===== src/rtl/segment_lcd_reading_formatter_assert.svh =====
// Assertion macros for the segment LCD reading formatter
`ifndef SEGMENT_LCD_READING_FORMATTER_ASSERT_SVH
`define SEGMENT_LCD_READING_FORMATTER_ASSERT_SVH
`ifndef SYNTHESIS
`define SLRF_ASSERT(label, clk, rst, prop) \
  label: assert property (@(posedge clk) disable iff (rst) (prop)) \
    else $error("slrf assertion failed");
`define SLRF_ASSERT_NEXT(label, clk, rst, ante, cons) \
  label: assert property (@(posedge clk) disable iff (rst) (ante) |=> (cons)) \
    else $error("slrf assertion failed");
`else
`define SLRF_ASSERT(label, clk, rst, prop)
`define SLRF_ASSERT_NEXT(label, clk, rst, ante, cons)
`endif
`endif


===== src/rtl/slrf_pkg.sv =====
// Shared types, constants and tables of the segment LCD reading formatter
package slrf_pkg;

  typedef struct packed {
    logic [2:0]         func;
    logic signed [15:0] value;
  } cmd_t;

  typedef struct packed {
    logic [7:0] data;
    logic       start;
    logic       last;
  } byte_t;

  localparam logic [2:0] FN_TEMP  = 3'd0;
  localparam logic [2:0] FN_HUM   = 3'd1;
  localparam logic [2:0] FN_BAT   = 3'd2;
  localparam logic [2:0] FN_LINK  = 3'd3;
  localparam logic [2:0] FN_ERR   = 3'd4;
  localparam logic [2:0] FN_RESET = 3'd5;
  localparam logic [2:0] FN_ON    = 3'd6;
  localparam logic [2:0] FN_OFF   = 3'd7;

  localparam logic [1:0] UNIT_NONE = 2'd0;
  localparam logic [1:0] UNIT_F    = 2'd1;
  localparam logic [1:0] UNIT_C    = 2'd2;

  localparam logic [7:0] SEG_H    = 8'h6e;
  localparam logic [7:0] SEG_I    = 8'h40;
  localparam logic [7:0] SEG_L    = 8'he0;
  localparam logic [7:0] SEG_LO   = 8'hcc;
  localparam logic [7:0] SEG_E    = 8'hf4;
  localparam logic [7:0] SEG_ZERO = 8'hfa;
  localparam logic [7:0] SEG_LINK = 8'h07;
  localparam logic [7:0] SEG_BAT  = 8'hf0;

  localparam logic [7:0] FRAME_HDR   = 8'h0b;
  localparam logic [7:0] BLINK_RESET = 8'hf2;
  localparam logic [7:0] BLINK_HOLD  = 8'hf0;

  localparam logic signed [17:0] HI_LIMIT    = 18'sd19995;
  localparam logic signed [17:0] LO_LIMIT    = -18'sd9995;
  localparam logic signed [17:0] ROUND_LIMIT = 18'sd1999;
  localparam logic signed [17:0] F_OFFSET    = 18'sd320;

  localparam logic [19:0] RECIP10_WIDE = 20'd838861;
  localparam logic [16:0] RECIP10      = 17'd52429;

  localparam int INIT_LEN  = 11;
  localparam int SLEEP_LEN = 3;
  localparam int CMDQ_DEPTH = 2;
  localparam int OUTQ_DEPTH = 4;

  function automatic logic [7:0] seg_digit(input logic [3:0] d);
    logic [7:0] s;
    case (d)
      4'd0: s = 8'hfa;
      4'd1: s = 8'h0a;
      4'd2: s = 8'hd6;
      4'd3: s = 8'h9e;
      4'd4: s = 8'h2e;
      4'd5: s = 8'hbc;
      4'd6: s = 8'hfc;
      4'd7: s = 8'h1a;
      4'd8: s = 8'hfe;
      4'd9: s = 8'hbe;
      default: s = 8'h00;
    endcase
    return s;
  endfunction

  function automatic logic [7:0] init_byte(input logic [3:0] i);
    logic [7:0] b;
    case (i)
      4'd0: b = 8'hea;
      4'd1: b = 8'hc8;
      4'd2: b = 8'hbc;
      4'd3: b = 8'h0c;
      default: b = 8'h00;
    endcase
    return b;
  endfunction

  function automatic logic [7:0] sleep_byte(input logic [3:0] i);
    logic [7:0] b;
    case (i)
      4'd0: b = 8'hea;
      4'd1: b = 8'hbc;
      default: b = 8'hd0;
    endcase
    return b;
  endfunction

  // quotient by ten, exact for every 16-bit input
  function automatic logic [15:0] div10(input logic [15:0] x);
    logic [32:0] p;
    p = {17'b0, x} * {16'b0, RECIP10};
    return {2'b0, p[32:19]};
  endfunction

endpackage


===== src/rtl/slrf_front.sv =====
// Command queue that accepts items ahead of the executor
module slrf_front (
  input  logic              clk,
  input  logic              rst,
  input  logic              push,
  output logic              full,
  input  logic [2:0]        func,
  input  logic signed [15:0] value,
  output logic              cmd_valid,
  output slrf_pkg::cmd_t    cmd,
  input  logic              cmd_pop
);

  slrf_pkg::cmd_t slot [slrf_pkg::CMDQ_DEPTH];
  logic       head;
  logic       tail;
  logic [1:0] count;
  logic       do_push;
  logic       do_pop;

  assign full      = count == 2'(slrf_pkg::CMDQ_DEPTH);
  assign cmd_valid = count != 2'd0;
  assign cmd       = slot[head];
  assign do_push   = push && !full;
  assign do_pop    = cmd_pop && cmd_valid;

  always_ff @(posedge clk) begin
    if (rst) begin
      head  <= 1'b0;
      tail  <= 1'b0;
      count <= 2'd0;
    end else begin
      if (do_push) begin
        tail <= ~tail;
      end
      if (do_pop) begin
        head <= ~head;
      end
      count <= count + 2'(do_push) - 2'(do_pop);
    end
  end

  always_ff @(posedge clk) begin
    if (do_push) begin
      slot[tail] <= '{func: func, value: value};
    end
  end

endmodule


===== src/rtl/slrf_back.sv =====
// Executor: edits the segment image and sends bus bytes
`include "segment_lcd_reading_formatter_assert.svh"
module slrf_back (
  input  logic              clk,
  input  logic              rst,
  input  logic              cfg_valid,
  input  logic [1:0]        cfg_data,
  input  logic              cmd_valid,
  input  slrf_pkg::cmd_t    cmd,
  output logic              cmd_pop,
  input  logic              ob_full,
  output logic              ob_push,
  output slrf_pkg::byte_t   ob_item
);

  typedef enum logic [3:0] {
    S_IDLE, S_TF, S_TR, S_TD, S_D0, S_D1, S_D2, S_HW, S_SEQ, S_CMP, S_FR, S_BL
  } state_t;

  state_t state;
  logic [1:0]  temp_unit;
  logic [7:0]  img  [7];
  logic [7:0]  sent [7];
  logic [7:0]  blink;
  logic        display_off;
  logic        seq_on;
  logic [3:0]  idx;
  logic [19:0] mag;
  logic        sign;
  logic        neg;
  logic        rounded;
  logic        is_temp;
  logic [2:0]  sym;
  logic signed [17:0] n;
  logic        fl999, fl99, fl9;
  logic [3:0]  ones, tens;

  logic signed [15:0] v;
  logic signed [20:0] t21;
  logic signed [20:0] t21_neg;
  logic [39:0] fprod;
  logic signed [17:0] fq;
  logic signed [17:0] n_abs;
  logic signed [17:0] n_rnd;
  logic signed [17:0] n_rnd_abs;
  logic [15:0] q;
  logic [15:0] rem;
  logic [7:0]  bat_d0;
  logic [7:0]  frame_byte;
  logic        blink_settled;

  assign v         = cmd.value;
  assign t21       = 21'(v) * 21'sd18 + 21'sd5;
  assign t21_neg   = -t21;
  assign fprod     = {20'b0, mag} * {20'b0, slrf_pkg::RECIP10_WIDE};
  assign fq        = $signed({1'b0, fprod[39:23]});
  assign n_abs     = n[17] ? -n : n;
  assign n_rnd     = n + 18'sd5;
  assign n_rnd_abs = n_rnd[17] ? -n_rnd : n_rnd;
  assign q         = slrf_pkg::div10(mag[15:0]);
  assign rem       = mag[15:0] - ((q << 3) + (q << 1));
  assign cmd_pop   = state == S_IDLE && cmd_valid;
  assign blink_settled = blink == 8'h00 || blink == slrf_pkg::BLINK_HOLD;

  always_comb begin
    bat_d0 = (img[0] & 8'h0f) | 8'h80;
    if (v >= 16'sd25) begin
      bat_d0 = bat_d0 | 8'h20;
    end
    if (v >= 16'sd50) begin
      bat_d0 = bat_d0 | 8'h40;
    end
    if (v >= 16'sd80) begin
      bat_d0 = bat_d0 | 8'h10;
    end
  end

  always_comb begin
    case (idx)
      4'd0: frame_byte = slrf_pkg::FRAME_HDR;
      4'd1: frame_byte = sent[0];
      4'd2: frame_byte = sent[1];
      4'd3: frame_byte = sent[2];
      4'd4: frame_byte = {sent[3][3:0], sent[4][7:4]};
      4'd5: frame_byte = {sent[4][3:0], sent[5][7:4]};
      4'd6: frame_byte = {sent[5][3:0], sent[6][7:4]};
      4'd7: frame_byte = {sent[6][3:0], 4'h0};
      default: frame_byte = 8'h00;
    endcase
  end

  always_comb begin
    ob_push = 1'b0;
    ob_item = '{data: 8'h00, start: 1'b0, last: 1'b0};
    case (state)
      S_SEQ: begin
        ob_push = !ob_full;
        ob_item.data  = seq_on ? slrf_pkg::init_byte(idx) : slrf_pkg::sleep_byte(idx);
        ob_item.start = idx == 4'd0;
        ob_item.last  = !seq_on && idx == 4'(slrf_pkg::SLEEP_LEN - 1);
      end
      S_FR: begin
        ob_push = !ob_full;
        ob_item.data  = frame_byte;
        ob_item.start = idx == 4'd0;
        ob_item.last  = idx == 4'd7 && blink == 8'h00;
      end
      S_BL: begin
        ob_push = !ob_full;
        ob_item.data  = blink;
        ob_item.start = 1'b1;
        ob_item.last  = 1'b1;
      end
      default: begin
        ob_push = 1'b0;
      end
    endcase
  end

  always_ff @(posedge clk) begin
    if (rst) begin
      state       <= S_IDLE;
      temp_unit   <= slrf_pkg::UNIT_F;
      blink       <= 8'h00;
      display_off <= 1'b1;
      idx         <= 4'd0;
      for (int i = 0; i < 7; i++) begin
        img[i]  <= 8'h00;
        sent[i] <= 8'h00;
      end
    end else begin
      if (cfg_valid) begin
        temp_unit <= cfg_data;
      end
      case (state)
        S_IDLE: begin
          if (cmd_valid) begin
            case (cmd.func)
              slrf_pkg::FN_TEMP: begin
                is_temp <= 1'b1;
                case (temp_unit)
                  slrf_pkg::UNIT_F: sym <= 3'b011;
                  slrf_pkg::UNIT_C: sym <= 3'b101;
                  default: sym <= 3'b000;
                endcase
                if (temp_unit == slrf_pkg::UNIT_F) begin
                  sign  <= t21[20];
                  mag   <= t21[20] ? t21_neg[19:0] : t21[19:0];
                  state <= S_TF;
                end else begin
                  n     <= 18'(v);
                  state <= S_TR;
                end
              end
              slrf_pkg::FN_HUM: begin
                is_temp <= 1'b0;
                if (v > 16'sd99) begin
                  img[5] <= slrf_pkg::SEG_H;
                  img[6] <= slrf_pkg::SEG_I | 8'h01;
                  state  <= S_CMP;
                end else if (v < -16'sd9) begin
                  img[5] <= slrf_pkg::SEG_L;
                  img[6] <= slrf_pkg::SEG_LO | 8'h01;
                  state  <= S_CMP;
                end else begin
                  neg   <= v[15];
                  mag   <= v[15] ? 20'(-v) : 20'(v);
                  state <= S_D0;
                end
              end
              slrf_pkg::FN_BAT: begin
                img[0] <= bat_d0;
                state  <= S_CMP;
              end
              slrf_pkg::FN_LINK: begin
                img[0] <= (v != 16'sd0) ? (img[0] & ~slrf_pkg::SEG_LINK)
                                        : (img[0] | slrf_pkg::SEG_LINK);
                state  <= S_CMP;
              end
              slrf_pkg::FN_ERR: begin
                img[0] <= img[0] & (slrf_pkg::SEG_BAT | slrf_pkg::SEG_LINK);
                img[1] <= slrf_pkg::SEG_E;
                img[2] <= slrf_pkg::SEG_E;
                img[3] <= 8'h00;
                img[4] <= 8'h00;
                img[5] <= slrf_pkg::SEG_E;
                img[6] <= slrf_pkg::SEG_E;
                state  <= S_CMP;
              end
              slrf_pkg::FN_RESET: begin
                img[0] <= 8'h00;
                img[1] <= slrf_pkg::SEG_LO;
                img[2] <= slrf_pkg::SEG_LO;
                img[3] <= 8'h00;
                img[4] <= 8'h00;
                img[5] <= slrf_pkg::SEG_LO;
                img[6] <= slrf_pkg::SEG_LO;
                blink  <= slrf_pkg::BLINK_RESET;
                state  <= S_CMP;
              end
              slrf_pkg::FN_ON: begin
                display_off <= 1'b0;
                blink       <= 8'h00;
                seq_on      <= 1'b1;
                idx         <= 4'd0;
                state       <= S_SEQ;
              end
              default: begin
                display_off <= 1'b1;
                seq_on      <= 1'b0;
                idx         <= 4'd0;
                state       <= S_SEQ;
              end
            endcase
          end
        end
        S_TF: begin
          n     <= (sign ? -fq : fq) + slrf_pkg::F_OFFSET;
          state <= S_TR;
        end
        S_TR: begin
          img[3] <= {5'b0, sym[2], sym[0], sym[1]};
          img[4] <= 8'h00;
          if (n > slrf_pkg::HI_LIMIT) begin
            img[1] <= slrf_pkg::SEG_H;
            img[2] <= slrf_pkg::SEG_I;
            state  <= S_CMP;
          end else if (n < slrf_pkg::LO_LIMIT) begin
            img[1] <= slrf_pkg::SEG_L;
            img[2] <= slrf_pkg::SEG_LO;
            state  <= S_CMP;
          end else if (n > slrf_pkg::ROUND_LIMIT || n < -slrf_pkg::ROUND_LIMIT) begin
            rounded <= 1'b1;
            sign    <= n_rnd[17];
            mag     <= {2'b0, n_rnd_abs};
            state   <= S_TD;
          end else begin
            rounded <= 1'b0;
            neg     <= n[17];
            mag     <= {2'b0, n_abs};
            state   <= S_D0;
          end
        end
        S_TD: begin
          mag   <= {4'b0, q};
          neg   <= sign && q != 16'd0;
          state <= S_D0;
        end
        S_D0: begin
          fl999 <= mag > 20'd999;
          fl99  <= mag > 20'd99;
          fl9   <= mag > 20'd9;
          ones  <= rem[3:0];
          mag   <= {4'b0, q};
          state <= is_temp ? S_D1 : S_HW;
        end
        S_D1: begin
          tens  <= rem[3:0];
          mag   <= {4'b0, q};
          state <= S_D2;
        end
        S_D2: begin
          img[0] <= {img[0][7:4], fl999, img[0][2:0]};
          img[1] <= (neg ? (fl99 ? 8'h01 : 8'h04) : 8'h00)
                  | (fl99 ? slrf_pkg::seg_digit(rem[3:0]) : 8'h00);
          img[2] <= fl9 ? slrf_pkg::seg_digit(tens) : slrf_pkg::SEG_ZERO;
          img[3] <= {4'b0, !rounded, sym[2], sym[0], sym[1]};
          img[4] <= slrf_pkg::seg_digit(ones);
          state  <= S_CMP;
        end
        S_HW: begin
          img[5] <= fl9 ? slrf_pkg::seg_digit(mag[3:0]) : (neg ? 8'h04 : 8'h00);
          img[6] <= 8'h01 | slrf_pkg::seg_digit(ones);
          state  <= S_CMP;
        end
        S_SEQ: begin
          if (!ob_full) begin
            idx <= idx + 4'd1;
            if (seq_on && idx == 4'(slrf_pkg::INIT_LEN - 1)) begin
              for (int i = 0; i < 7; i++) begin
                img[i]  <= 8'hff;
                sent[i] <= 8'h00;
              end
              state <= S_CMP;
            end else if (!seq_on && idx == 4'(slrf_pkg::SLEEP_LEN - 1)) begin
              state <= S_IDLE;
            end
          end
        end
        S_CMP: begin
          idx <= 4'd0;
          if (display_off || (img == sent)) begin
            state <= S_IDLE;
          end else begin
            for (int i = 0; i < 7; i++) begin
              sent[i] <= img[i];
            end
            state <= S_FR;
          end
        end
        S_FR: begin
          if (!ob_full) begin
            idx <= idx + 4'd1;
            if (idx == 4'd7) begin
              state <= (blink != 8'h00) ? S_BL : S_IDLE;
            end
          end
        end
        S_BL: begin
          if (!ob_full) begin
            blink <= (blink > slrf_pkg::BLINK_HOLD) ? slrf_pkg::BLINK_HOLD : 8'h00;
            state <= S_IDLE;
          end
        end
        default: begin
          state <= S_IDLE;
        end
      endcase
    end
  end

  `SLRF_ASSERT(a_frame_only_on, clk, rst, (state == S_FR || state == S_BL) |-> !display_off)
  `SLRF_ASSERT(a_push_has_room, clk, rst, ob_push |-> !ob_full)
  `SLRF_ASSERT_NEXT(a_blink_settles, clk, rst, state == S_BL && !ob_full, blink_settled)
  `SLRF_ASSERT(a_frame_index, clk, rst, state == S_FR |-> idx <= 4'd7)

endmodule


===== src/rtl/slrf_outq.sv =====
// Result queue holding bus bytes until they are popped
module slrf_outq (
  input  logic            clk,
  input  logic            rst,
  input  logic            in_push,
  input  slrf_pkg::byte_t in_item,
  output logic            in_full,
  output logic            empty,
  input  logic            pop,
  output slrf_pkg::byte_t item
);

  slrf_pkg::byte_t mem [slrf_pkg::OUTQ_DEPTH];
  logic [1:0] head;
  logic [1:0] tail;
  logic [2:0] count;
  logic       do_push;
  logic       do_pop;

  assign in_full = count == 3'(slrf_pkg::OUTQ_DEPTH);
  assign empty   = count == 3'd0;
  assign item    = mem[head];
  assign do_push = in_push && !in_full;
  assign do_pop  = pop && !empty;

  always_ff @(posedge clk) begin
    if (rst) begin
      head  <= 2'd0;
      tail  <= 2'd0;
      count <= 3'd0;
    end else begin
      if (do_push) begin
        tail <= tail + 2'd1;
      end
      if (do_pop) begin
        head <= head + 2'd1;
      end
      count <= count + 3'(do_push) - 3'(do_pop);
    end
  end

  always_ff @(posedge clk) begin
    if (do_push) begin
      mem[tail] <= in_item;
    end
  end

endmodule


===== src/rtl/segment_lcd_reading_formatter.sv =====
// Top level of the segment LCD reading formatter
//
//   channel   handshake           payload
//   command   push / full         func, value
//   bytes     empty / pop         bus_byte, start_transfer, last
//   config    cfg_valid/cfg_ready cfg_data (temp_unit)
//
// A command is dispatched, passes through arithmetic states for temperature
// and humidity readings, then sends its bus bytes.
// Byte output, one per cycle through the result queue while it is not full, sets the rate.
// Reset clears the image copies, sets the display off and the unit to F.
// Two commands queue ahead of the executor; four bytes queue behind it.
module segment_lcd_reading_formatter (
  input  logic              clk,
  input  logic              rst,
  input  logic              push,
  output logic              full,
  input  logic [2:0]        func,
  input  logic signed [15:0] value,
  output logic              empty,
  input  logic              pop,
  output logic [7:0]        bus_byte,
  output logic              start_transfer,
  output logic              last,
  input  logic              cfg_valid,
  output logic              cfg_ready,
  input  logic [1:0]        cfg_data
);

  logic            cmd_valid;
  logic            cmd_pop;
  slrf_pkg::cmd_t  cmd;
  logic            ob_full;
  logic            ob_push;
  slrf_pkg::byte_t ob_item;
  slrf_pkg::byte_t item;

  assign cfg_ready      = 1'b1;
  assign bus_byte       = item.data;
  assign start_transfer = item.start;
  assign last           = item.last;

  slrf_front u_front (
    .clk       (clk),
    .rst       (rst),
    .push      (push),
    .full      (full),
    .func      (func),
    .value     (value),
    .cmd_valid (cmd_valid),
    .cmd       (cmd),
    .cmd_pop   (cmd_pop)
  );

  slrf_back u_back (
    .clk       (clk),
    .rst       (rst),
    .cfg_valid (cfg_valid),
    .cfg_data  (cfg_data),
    .cmd_valid (cmd_valid),
    .cmd       (cmd),
    .cmd_pop   (cmd_pop),
    .ob_full   (ob_full),
    .ob_push   (ob_push),
    .ob_item   (ob_item)
  );

  slrf_outq u_outq (
    .clk     (clk),
    .rst     (rst),
    .in_push (ob_push),
    .in_item (ob_item),
    .in_full (ob_full),
    .empty   (empty),
    .pop     (pop),
    .item    (item)
  );

endmodule


===== config.mk =====
export PLATFORM = sky130hd
export DESIGN_NAME = segment_lcd_reading_formatter
export DESIGN_NICKNAME = d
export VERILOG_FILES = /design/src/rtl/slrf_pkg.sv /design/src/rtl/slrf_front.sv /design/src/rtl/slrf_back.sv /design/src/rtl/slrf_outq.sv /design/src/rtl/segment_lcd_reading_formatter.sv
export VERILOG_INCLUDE_DIRS = /design/src /design/src/rtl
export SDC_FILE = /design/constraint.sdc
export NUM_CORES = 1
export LEC_CHECK = 0
export BUFFER_PORTS_ARGS = -buffer_cell sky130_fd_sc_hd__buf_2
export CAP_MARGIN = 20
export CORE_AREA = 3 3 220 383
export CTS_CLUSTER_SIZE = 10
export DETAILED_ROUTE_END_ITERATION = 10
export DIE_AREA = 0 0 223 386
export PLACE_DENSITY_LB_ADDON = 0.2
export SLEW_MARGIN = 10
export SYNTH_ARGS = -nofsm -noshare
export SYNTH_HDL_FRONTEND = slang
export SYNTH_HIERARCHICAL = 1
export SYNTH_SLANG_ARGS = --single-unit

===== constraint.sdc =====
create_clock -name clk -period 10.55 [get_ports clk]
set_clock_uncertainty 0.2 [all_clocks]
set_input_delay 1.5825 -clock clk [delete_from_list [all_inputs] [get_ports clk]]
set_output_delay 1.5825 -clock clk [all_outputs]
set_load 0.02 [all_outputs]

==> results.yml, run 1 <==
sta:
  layout_min_cycle_time_ps: 9880
  slew_viol_final: 0
  max_freq_ghz: 0.101
  fin_hold_ws_ps: 276
  slew-limit-headroom: 0.236
  setup_viol: 0
  finalSetupTns_ps: 0
  finalCritPeriodShare: 0.937
  tightestPinTransition_ps: 1150
  grt_setup_unrepaired: "false"
  fin_ws_ps: 665
  finalHoldViolations: 0
synthesis:
  synth_edf_count: 135
  syn_avg_cell_area_sq_um: 9.04
  ys_warn_count: 6
  async_reset_ff_frac: 0
  synth_nets: 3729
  synth.distinct_cells: 94
  synthCells: 3134
  synth_largest_area_cell: "ha_1"
  synth_area_sq_um: 28300
  ys_seq_area_frac: 0.248
  ys_ff_latch: 283
  synth_ff_type: "dfxtp_1"
  synth_top_area_share: 0.170
  synth.area.top_cells: "ha_1 (17%), edfxtp_1 (14%), fa_1 (13%)"
worst_setup_path:
  max_stage_delay_ps: 800
  crit_fanout: 6
  path_class: "reg2reg"
  reg2regPathDepth: 26
  cp.arrival_ps: 9960
  cp-end-kind: "flop"
  crit_path_top_delay_cell: "a2111oi_0"
  start_kind: "flop"
  cp_num_buf_inv: 5
  worst_ep_required_time_ps: 10630
  crit_family: "adder cells"
  crit_cells: 26
cts:
  root_buffer: "clkbuf_16"
  cts_tree: "done"
  clock_path_buffers: 3
  clk_pin_slew_ps: 60
  clock_latency_ps: 550
  htree_levels: 2
  clock-sinks: 283
  holdBufCountCts: 0
  post_cts_buffers: 0
  cts_resized: 0
  cts_buffers: 35
die:
  fp-row-count: 138
  io_pins: 39
  die_area_sq_um: 86100
  initial_utilization: 0.348
  fp.dieH_um: 386
  die_w_um: 223
  core_area_sq_um: 81300
placement:
  gp_congestion: 0.943
  dp_hpwl_mm: 74.2
  dp_slack_ps: 732
  io_buffers: 37
cells_and_area:
  num_antenna_cells: 0
  final_cell_mix: "inv_1 (388), ha_1 (384), nand2_1 (232)"
  layout-drive-gt1-share: 0.0624
  area.growth.synth_to_final_pct: 8.29
  finalCoreUtilization: 0.377
  fillers: 8188
  fin_nets: 3717
  mostFrequentLayoutCell: "inv_1"
routing:
  routed-via-count: 22400
  dr.pass1.iters: 5
  postRouteWirelength_mm: 90.9
  via_per_inst: 5.34
  drc_errors: 0
  postRouteAntennaNets: 0
  first_iter_violations: 1160
  wl_per_cell_um: 21.7
grt:
  overflow: 0
  grt_pass1_wl_mm: 140
  grt_pass1_vias: 23400
  grt_start_max_net_pins: 70
  gr-usage-all-layers: 0.210
  antenna_found_initial: 0
job:
  maxCapViolations: 0
hold_path:
  worstHoldPathType: "reg2reg"
  min_delay_path_depth: 2
status:
  status: "finished, final reports clean"
## cell usage after synthesis (20+ instances only)
cell type and instances:
a211oi_1 38, a21o_1 35, a21oi_1 214, a22oi_1 28
a31oi_1 22, and2_1 35, and3_1 30, clkbuf_1 105
dfxtp_1 148, edfxtp_1 135, fa_1 185, ha_1 384
inv_1 388, mux2_2 21, nand2_1 232, nand2b_1 31
nand3_1 105, nand4_1 36, nor2_1 195, nor3_1 70
o211ai_1 20, o21ai_0 136, or3_1 23, xnor2_1 141
xor2_1 75
## per-layer routing
metal  part of all wire  global-route usage
met1               0.35               0.211
met3              0.021              0.0124
met4              0.066               0.120
met5                  0                   0
met2               0.56               0.420
## final timing paths
check,from,endpoint,slack [ps]
worst min register to register,u_back/sent[39],u_back/sent[39],280
worst max register to register,u_back/mag[13],u_back/n[17],670
worst min-delay path,u_back/sent[39],u_back/sent[39],280
worst max-delay path,u_back/mag[13],u_back/n[17],670
## cells by family after synthesis
group	synth area share
xor gates and xnor gates	0.0676
other	0.000132
buffers and inverters	0.0691
and+or+nand+nor	0.144
DFF	0.248
adders and majority gates	0.300
muxes	0.0221
AOI/OAI and AO/OA	0.149
## worst register-to-register path, cell delays in order, from the launching register on
cell and delay (ps):
edfxtp_1 510, inv_1 300, ha_1 430, ha_1 350, inv_1 50, fa_1 480, fa_1 590, inv_1 90
fa_1 510, fa_1 540, inv_1 50, fa_1 500, inv_1 40, ha_1 340, nand3_2 120, or3_4 450
or3_4 430, o2111ai_1 290, a31oi_1 240, xor2_1 550, o211ai_1 290, o21a_1 240, a2111oi_0 800, o21bai_1 300
or4b_4 620, o31ai_2 180, o311ai_1 120
## cell type report
cell class / instances / area [sq um] / area share
Timing Repair Buffer: 76 / 480 / 0.0157
Clock buffer: 49 / 938 / 0.0306
Tap cell: 1050 / 1310 / 0.0428
Sequential cell: 283 / 7020 / 0.229
Multi-Input combinational cell: 2336 / 19400 / 0.632
Clock inverter: 6 / 71.3 / 0.00233
Inverter: 390 / 1460 / 0.0477
## stage by stage
step / cells / instance area, sq um
6_report: 4190 / 30700
5_1_grt: 4190 / 30700
4_1_cts: 4190 / 30700
3_5_place_dp: 4135 / 29700
3_3_place_gp: 4135 / 29700
2_1_floorplan: 3134 / 28300
## registers in the layout (all words and copies together) (netlist names), 2 cells and up, named ones only
register	count
u_back/blink	2
u_back/idx	4
u_back/img	50
u_back/mag	20
u_back/n	18
u_back/ones	4
u_back/sent	50
u_back/state	4
u_back/sym	3
u_back/temp_unit	2
u_back/tens	4
u_front/count	2
u_front/slot	38
u_outq/count	3
u_outq/head	2
u_outq/mem	40
u_outq/tail	2
Power of run 1 is left out: the tool's default activity adds up to more than one toggle a clock period on the data nets, which glitch-free logic cannot reach.
==> run 2: changes to the inputs <==
Settings changed: BUFFER_PORTS_ARGS -buffer_cell sky130_fd_sc_hd__buf_2 to -buffer_cell sky130_fd_sc_hd__clkbuf_2, CTS_CLUSTER_SIZE 10 to not set.
Clock period 10.55 ns to 8.4 ns, I/O delays scaled along.
==> run 2 against run 1 <==
Net effect: routed wire length increased by 0.97%; worst setup slack got worse by 540 ps; fmax increased by 19%; via count increased by 4.9%; worst hold slack improved by 5.7 ps; first-iteration DRC count increased by 2.7%; utilization increased by 3.6 points.
==> results.yml, run 2 (same netlist as run 1, synthesis figures left out) <==
grt:
  gr-usage-all-layers: 0.211
  antenna_found_initial: 0
  overflow: 0
  grt_pass1_wl_mm: 141
  grt_start_max_net_pins: 72
  grt_pass1_vias: 24400
cells_and_area:
  mostFrequentLayoutCell: "inv_1"
  area.growth.synth_to_final_pct: 18.7
  finalCoreUtilization: 0.413
  top_regs: "u_back/img (50), u_back/sent (50), u_outq/mem (40)"
  num_antenna_cells: 0
  layout-drive-gt1-share: 0.170
  final_cell_mix: "inv_1 (375), ha_1 (344), buf_4 (291)"
  fin_nets: 3969
sta:
  finalHoldViolations: 0
  finalSetupTns_ps: 0
  max_freq_ghz: 0.121
  slew-limit-headroom: 0.297
  tightestPinTransition_ps: 1060
  setup_viol: 0
  finalCritPeriodShare: 0.985
  slew_viol_final: 0
  grt_setup_unrepaired: "true"
  layout_min_cycle_time_ps: 8270
cts:
  htree_levels: 1
  clock_path_buffers: 3
  root_buffer: "clkbuf_16"
  clock_latency_ps: 570
  cts_tree: "done"
  clock-sinks: 283
  clk_pin_slew_ps: 70
  cts_buffers: 29
worst_setup_path:
  cp_num_buf_inv: 7
  crit_family: "adder cells"
  crit_fanout: 4
  max_stage_delay_ps: 590
  crit_path_top_delay_cell: "or4b_4"
  worst_ep_required_time_ps: 8490
  start_kind: "flop"
  path_class: "reg2reg"
  cp-end-kind: "flop"
  cp.arrival_ps: 8360
  cp_common_cell: "fa_1"
die:
  fp-row-count: 138
  die_area_sq_um: 86100
  io_pins: 39
  die_w_um: 223
  fp.dieH_um: 386
  initial_utilization: 0.348
  core_area_sq_um: 81300
routing:
  postRouteAntennaNets: 0
  dr.pass1.iters: 7
  via_per_inst: 5.28
  first_iter_violations: 1191
  postRouteWirelength_mm: 91.8
  drc_errors: 0
  routed-via-count: 23500
  wl_per_cell_um: 20.6
status:
  status: "finished, final reports clean"
job:
  maxCapViolations: 0
placement:
  gp_congestion: 0.958
  io_buffers: 37
  dp_hpwl_mm: 75.5
hold_path:
  worstHoldPathType: "reg2reg"
[run 2: cell count changes in the layout (fill, tap and decap cells not counted), moves of 13 or more]
| cell | change |
|---|---|
| buf_4 | +251 |
| ha_1 | -40 |
| buf_2 | -36 |
| clkbuf_2 | +36 |
| ha_4 | +34 |
| inv_1 | -13 |
| inv_2 | +13 |
[run 2: worst paths after layout]
check                           slack (ps)  cells after the start         endpoint            start
worst max-delay path                   130                     28     u_back/n[17]    u_back/mag[4]
worst min-delay path                   280                      2  u_back/sent[12]  u_back/sent[12]
worst max register to register         130                     28     u_back/n[17]    u_back/mag[4]
worst min register to register         280                      2  u_back/sent[12]  u_back/sent[12]
[run 2: worst reg2reg max path: cells and delay by family, from the launching register on]
kind                       cells  cell delay [ps]
adders and majority gates      8             3260
AOI/OAI and AO/OA             10             1880
and+or+nand+nor                3             1490
buffers and inverters          7              730
DFF                            1              420
[run 2: per-layer routing]
layer | vias up | GRT usage | wire length [um]
met4 | 0 | 0.135 | 7090
met3 | 241 | 0.0128 | 2130
met1 | 11400 | 0.213 | 32100
met2 | 474 | 0.414 | 50400
li1 | 11400 | - | -
met5 | - | 0 | 0
[run 2: per-stage QoR]
step           std cells  worst slack [ps]  area (sq um)  hold slack (ps)
3_5_place_dp        4366              -343         31400              272
5_1_grt             4446             -80.6         33600              301
2_1_floorplan       3134              34.7         28300              238
3_3_place_gp        4365              -364         31400              265
6_report            4446               128         33600              282
4_1_cts             4436             0.163         33100              281
[run 2: cell type report]
type                       count  area, sq um
sequential                   283         7020
tap                         1050         1310
clock buffer                  43          948
clock inverter                10          139
inverter                     390         1460
fill                        8074        47700
timing repair buffer         334         2450
multi-input combinational   2336        20300
[run 2: repair_timing]
item	in CTS	in global routing
resized for setup	86	73
setup buffers	18	9
hold buffers	0	0
setup endpoints to repair	7	9
pin swaps	55	53
endpoints found under the hold margin	0	0
Power of run 2 is left out for the same reason.
